--- src/aes_cmac_engine_defines.svh ---
// Assertion macros shared by the AES-CMAC engine RTL
`ifndef AES_CMAC_ENGINE_DEFINES_SVH
`define AES_CMAC_ENGINE_DEFINES_SVH

// Same-cycle implication, disabled during reset
`define ACM_ASSERT_IMP(name, clk, rst_n, pre, post) \
    name: assert property (@(posedge clk) disable iff (!rst_n) (pre) |-> (post)) \
        else $error("acm same-cycle check failed");

// Next-cycle implication, disabled during reset
`define ACM_ASSERT_NEXT(name, clk, rst_n, pre, post) \
    name: assert property (@(posedge clk) disable iff (!rst_n) (pre) |=> (post)) \
        else $error("acm next-cycle check failed");

`endif

--- src/acm_pkg.sv ---
// Shared types, constants and AES functions of the AES-CMAC engine
package acm_pkg;

    localparam int BLOCK_BYTES = 16;
    localparam int RK_ROWS     = 15;
    localparam logic [7:0] CMAC_RB  = 8'h87;
    localparam logic [7:0] PAD_BYTE = 8'h80;

    typedef enum logic [2:0] {
        ST_IDLE,
        ST_EXPAND,
        ST_SUBKEY,
        ST_BLOCK,
        ST_OUT
    } state_t;

    typedef enum logic [2:0] {
        REG_KEY_WORD_0,
        REG_KEY_WORD_1,
        REG_KEY_WORD_2,
        REG_KEY_WORD_3,
        REG_KEY_BYTES,
        REG_MAC_BYTES
    } reg_index_t;

    typedef enum logic [1:0] {
        STATUS_OK,
        STATUS_BAD_MAC,
        STATUS_BAD_KEY
    } status_t;

    typedef struct packed {
        logic        en;
        logic [3:0]  row;
        logic [1:0]  lane;
        logic [31:0] data;
    } rk_wr_t;

    localparam logic [7:0] SBOX [256] = '{
        8'h63,8'h7c,8'h77,8'h7b,8'hf2,8'h6b,8'h6f,8'hc5,8'h30,8'h01,8'h67,8'h2b,8'hfe,8'hd7,8'hab,8'h76,
        8'hca,8'h82,8'hc9,8'h7d,8'hfa,8'h59,8'h47,8'hf0,8'had,8'hd4,8'ha2,8'haf,8'h9c,8'ha4,8'h72,8'hc0,
        8'hb7,8'hfd,8'h93,8'h26,8'h36,8'h3f,8'hf7,8'hcc,8'h34,8'ha5,8'he5,8'hf1,8'h71,8'hd8,8'h31,8'h15,
        8'h04,8'hc7,8'h23,8'hc3,8'h18,8'h96,8'h05,8'h9a,8'h07,8'h12,8'h80,8'he2,8'heb,8'h27,8'hb2,8'h75,
        8'h09,8'h83,8'h2c,8'h1a,8'h1b,8'h6e,8'h5a,8'ha0,8'h52,8'h3b,8'hd6,8'hb3,8'h29,8'he3,8'h2f,8'h84,
        8'h53,8'hd1,8'h00,8'hed,8'h20,8'hfc,8'hb1,8'h5b,8'h6a,8'hcb,8'hbe,8'h39,8'h4a,8'h4c,8'h58,8'hcf,
        8'hd0,8'hef,8'haa,8'hfb,8'h43,8'h4d,8'h33,8'h85,8'h45,8'hf9,8'h02,8'h7f,8'h50,8'h3c,8'h9f,8'ha8,
        8'h51,8'ha3,8'h40,8'h8f,8'h92,8'h9d,8'h38,8'hf5,8'hbc,8'hb6,8'hda,8'h21,8'h10,8'hff,8'hf3,8'hd2,
        8'hcd,8'h0c,8'h13,8'hec,8'h5f,8'h97,8'h44,8'h17,8'hc4,8'ha7,8'h7e,8'h3d,8'h64,8'h5d,8'h19,8'h73,
        8'h60,8'h81,8'h4f,8'hdc,8'h22,8'h2a,8'h90,8'h88,8'h46,8'hee,8'hb8,8'h14,8'hde,8'h5e,8'h0b,8'hdb,
        8'he0,8'h32,8'h3a,8'h0a,8'h49,8'h06,8'h24,8'h5c,8'hc2,8'hd3,8'hac,8'h62,8'h91,8'h95,8'he4,8'h79,
        8'he7,8'hc8,8'h37,8'h6d,8'h8d,8'hd5,8'h4e,8'ha9,8'h6c,8'h56,8'hf4,8'hea,8'h65,8'h7a,8'hae,8'h08,
        8'hba,8'h78,8'h25,8'h2e,8'h1c,8'ha6,8'hb4,8'hc6,8'he8,8'hdd,8'h74,8'h1f,8'h4b,8'hbd,8'h8b,8'h8a,
        8'h70,8'h3e,8'hb5,8'h66,8'h48,8'h03,8'hf6,8'h0e,8'h61,8'h35,8'h57,8'hb9,8'h86,8'hc1,8'h1d,8'h9e,
        8'he1,8'hf8,8'h98,8'h11,8'h69,8'hd9,8'h8e,8'h94,8'h9b,8'h1e,8'h87,8'he9,8'hce,8'h55,8'h28,8'hdf,
        8'h8c,8'ha1,8'h89,8'h0d,8'hbf,8'he6,8'h42,8'h68,8'h41,8'h99,8'h2d,8'h0f,8'hb0,8'h54,8'hbb,8'h16
    };

    function automatic logic [7:0] xtime(input logic [7:0] b);
        return {b[6:0], 1'b0} ^ (b[7] ? 8'h1b : 8'h00);
    endfunction

    function automatic logic [31:0] sub_word(input logic [31:0] w);
        return {SBOX[w[31:24]], SBOX[w[23:16]], SBOX[w[15:8]], SBOX[w[7:0]]};
    endfunction

    // SubBytes, ShiftRows and, except in the final round, MixColumns
    function automatic logic [127:0] aes_round(input logic [127:0] s, input logic final_round);
        logic [7:0]   b [16];
        logic [7:0]   t [16];
        logic [7:0]   a0, a1, a2, a3, all;
        logic [127:0] r;
        for (int k = 0; k < 16; k++) begin
            b[k] = SBOX[s[127 - 8 * k -: 8]];
        end
        for (int c = 0; c < 4; c++) begin
            for (int i = 0; i < 4; i++) begin
                t[4 * c + i] = b[4 * ((c + i) % 4) + i];
            end
        end
        r = '0;
        for (int c = 0; c < 4; c++) begin
            a0  = t[4 * c];
            a1  = t[4 * c + 1];
            a2  = t[4 * c + 2];
            a3  = t[4 * c + 3];
            all = a0 ^ a1 ^ a2 ^ a3;
            if (final_round) begin
                r[127 - 32 * c -: 32] = {a0, a1, a2, a3};
            end
            else begin
                r[127 - 32 * c -: 32] = {a0 ^ all ^ xtime(a0 ^ a1), a1 ^ all ^ xtime(a1 ^ a2),
                                         a2 ^ all ^ xtime(a2 ^ a3), a3 ^ all ^ xtime(a3 ^ a0)};
            end
        end
        return r;
    endfunction

    function automatic logic [127:0] double_block(input logic [127:0] x);
        return {x[126:0], 1'b0} ^ (x[127] ? {120'd0, CMAC_RB} : 128'd0);
    endfunction

endpackage

--- src/acm_keymem.sv ---
// Round key memory: 15 rows of four 32-bit words, word write, registered row read
module acm_keymem
    import acm_pkg::*;
(
    input  logic         clk,
    input  rk_wr_t       wr,
    input  logic [3:0]   rd_addr,
    output logic [127:0] rd_data
);

    logic [127:0] mem [RK_ROWS];

    always_ff @(posedge clk)
    begin
        if (wr.en)
        begin
            case (wr.lane)
                2'd0:    mem[wr.row][127:96] <= wr.data;
                2'd1:    mem[wr.row][95:64]  <= wr.data;
                2'd2:    mem[wr.row][63:32]  <= wr.data;
                default: mem[wr.row][31:0]   <= wr.data;
            endcase
        end
    end

    always_ff @(posedge clk)
    begin
        rd_data <= mem[rd_addr];
    end

endmodule

--- config.mk ---
export PLATFORM = sky130hd
export DESIGN_NAME = acm_keymem
export DESIGN_NICKNAME = d
export VERILOG_FILES = /design/src/aes_cmac_engine_defines.svh /design/src/acm_pkg.sv /design/src/acm_keymem.sv
export SDC_FILE = /design/constraint.sdc
export NUM_CORES = 2
export LEC_CHECK = 0
export ABC_AREA = 1
export ABC_CLOCK_PERIOD_IN_PS = 7900
export BUFFER_PORTS_ARGS = -buffer_cell sky130_fd_sc_hd__buf_4
export CAP_MARGIN = 5
export CORE_AREA = 2 2 430 432
export DETAILED_ROUTE_END_ITERATION = 10
export DIE_AREA = 0 0 432 434
export GPL_TIMING_DRIVEN = 0
export MAX_ROUTING_LAYER = met4
export SYNTH_ARGS = -nofsm -noshare
export SYNTH_HDL_FRONTEND = slang
export SYNTH_SLANG_ARGS = --single-unit
export TNS_END_PERCENT = 30
--- constraint.sdc ---
create_clock -name clk -period 7.9 [get_ports clk]
set_input_delay 1.185 -clock clk [delete_from_list [all_inputs] [get_ports clk]]
set_output_delay 1.185 -clock clk [all_outputs]
set_load 0.01 [all_outputs]
==> impl_metrics.yaml <==
floorplan:
  ios: 172
  die_area_sq_um: 187000
  core-area_sq_um: 182000
  dieHeight_um: 434
  start_util_pct: 44.8
  fp.dieW_um: 432
  rows: 157
pwr:
  combPwrFrac_pct: 7.1
  switching_share_pct: 23.5
  power_frac_clock_pct: 41.6
  total_power_mw: 23.4
  power_frac_seq_pct: 51.3
  power.leakage_nw: 37.1
  peakVddDrop_mv: 0.266
  p_switching_mw: 5.50
  internal-power_mw: 17.9
  power_density_nw_per_um2: 248
final_layout:
  syn2layout_area_growth_pct: 15.6
  nets: 7744
  final_area_sq_um: 94400
  final_cells: 10279
  fillers: 15513
  layout_commonest_cell: "nand2_1"
  layout_common_cells: "nand2_1 (2931), edfxtp_1 (1920), nand3_1 (1115)"
  drive_gt1_share_pct: 11.3
clock_tree:
  clkLatencyLatePin_ns: 0.87
  cts.sinks: 2048
  cts_hold_buf: 0
  cts_tree: "done"
  post-cts-setup-buffers: 0
  cts_root_buf: "clkbuf_16"
  cts_buffer_depth: 3
  cts.htree.levels: 4
  path_clk_slew_ns: 0.06
  numCtsBuffers: 207
  cts-resized-gates: 0
routing:
  drtIter0Drc: 8288
  drt_wl_total_um: 277000
  antenna_left: 0
  drt-pass1-iter-count: 8
  via_per_inst: 5.53
  drc: 0
  wl_per_cell_um: 27.0
  route.vias.total: 56829
sta:
  tightest_slew_ns: 1.36
  final.setup.tns_ns: 0
  relSlewSlack_pct: 9.66
  fmaxAchievable_mhz: 283
  hold_violations: 0
  finalCritPeriodShare_pct: 44.7
  setup_viol: 0
  skew_ns: 0.0328
  final_max_slew_viol_count: 0
  period_needed_ns: 3.53
  grt_setup_unrepaired: "no"
min_path:
  hp-class: "flop to flop"
  whs_endpoint: "rd_data[92]"
  holdPathStages: 6
  worstHoldStart: "mem[13][92]"
outcome:
  status: "complete, no violations"
synth:
  synth-seq-cells: 2048
  syn-cell-area_sq_um: 81700
  ys_seq_area_share_pct: 73.7
  synth.distinct_cells: 16
  ys_warn_count: 0
  synthCells: 7259
  avgSynthCellArea_sq_um: 11.3
  syn-num-nets: 7303
place:
  placed_area_sq_um: 87700
  dpl.hpwl_um: 184000
  gp_congestion: 0.935
  placedCellCount: 9876
  portBuffers: 169
worst_setup_path:
  cp.arrival_ns: 4.30
  worst_path_max_delay_cell: "buf_2"
  slowest_delay_ns: 0.80
  criticalPathCategory: "primary input to flop"
  cp-start-kind: "primary input"
  reg2reg_to: "rd_data[3]"
  cp_max_fo: 13
  cp.depth: 9
  r2r_cells: 5
  cp_num_buf_inv: 5
  required_ns: 8.67
  crit-reg2reg-launch: "mem[4][3]"
  crit_chain: "buf_4, inv_2, buf_2, buf_2, buf_2, nand3_1, nand3_1, nand3_1, nand2_1"
  endpoint_kind: "flop"
  ff2ff_setup_slack_ns: 6.31
  path_delay_family: "buffers and inverters"
flow_run:
  maxCapViolCount: 0
global_route:
  antenna_found_initial: 19
  grt_max_degree: 61
  grt_first_pass_wirelength_um: 384000
  first_global_vias: 52414
  overflow: 0
  grtUsageTotal_pct: 30.1
area by class of cell:
class | instances | area [sq um] | share of cell area (%)
Multi-Input combinational cell | 4351 | 18200 | 19.3
Buffer | 399 | 1960 | 2.08
Inverter | 461 | 1730 | 1.84
Timing Repair Buffer | 232 | 2570 | 2.72
Antenna cell | 18 | 45.0 | 0.0477
Tap cell | 2385 | 2980 | 3.16
Clock inverter | 95 | 933 | 0.989
Sequential cell | 2048 | 60200 | 63.8
Clock buffer | 290 | 5770 | 6.11
stage by stage:
stage	setup slack (ns)	utilization [%]	hold slack, ns
2_1_floorplan	4.47	-	0.549
6_report	4.37	51.7	0.660
5_1_grt	4.45	51.7	0.715
3_3_place_gp	1.72	47.1	0.641
3_5_place_dp	3.67	48.0	0.644
4_1_cts	4.58	51.7	0.657
synthesized netlist by cell type:
cell	count	area, sq um
nor2_1	292	1100
o21ai_0	1	5.00
inv_4	1	6.26
buf_6	3	33.8
buf_1	36	135
nand2_1	2931	11000
or2_2	12	75.1
clkbuf_1	77	289
buf_2	248	1240
buf_4	34	255
inv_1	458	1720
edfxtp_1	1920	57700
dfxtp_1	128	2560
inv_2	2	7.51
nand3_1	1115	5580
clkbuf_2	1	5.00
state kept, by name (all words and copies together) (netlist names):
signal / count
mem: 1920
rd_data: 128
worst reg2reg max path, cell delays in order (launching register included):
cell      delay (ns)
edfxtp_1        0.37
or2_2           0.28
nand3_1         0.10
nand3_1         0.08
nand3_1         0.25
nand2_1         0.29
how the worst max path moves through the flow:
stage / start / endpoint / slack, ns
after floorplan: wr[32] / mem[10][100] / 4.47
after detailed placement: rd_addr[1] / rd_data[71] / 3.67
after global routing: rd_addr[1] / rd_data[71] / 4.45
after CTS: rd_addr[1] / rd_data[71] / 4.58
final: rd_addr[1] / rd_data[71] / 4.37
after global placement: wr[33] / mem[5][69] / 1.72
cells by family (layout without fill, tap and decap cells):
logic type	Yosys count	count (layout)	share of synthesized area (%)
AOI/OAI and AO/OA	1	1	0.00612
other	0	18	0
DFF	2048	2048	73.7
buffers and inverters	860	1477	4.52
and+or+nand+nor	4350	4350	21.7
routing by layer:
layer  vias up  GRT usage (%)  part of all wire (%)
li1      25175              -                     -
met1     27706           39.2                    38
met2      3328           45.2                    45
met3       620           6.12                    11
met4         0           14.6                   5.2
met5         -              -                     0
power groups by stage:
stage,logic [mW],clock network [mW],registers [mW]
after CTS,1.64,9.78,12.0
after global placement,1.59,0,12.3
final,1.67,9.75,12.0
after floorplan,0.699,0,12.3
after detailed placement,1.63,0,12.3
after global routing,1.76,10.2,12.0
No activity file was read; power rests on OpenSTA's default activity.
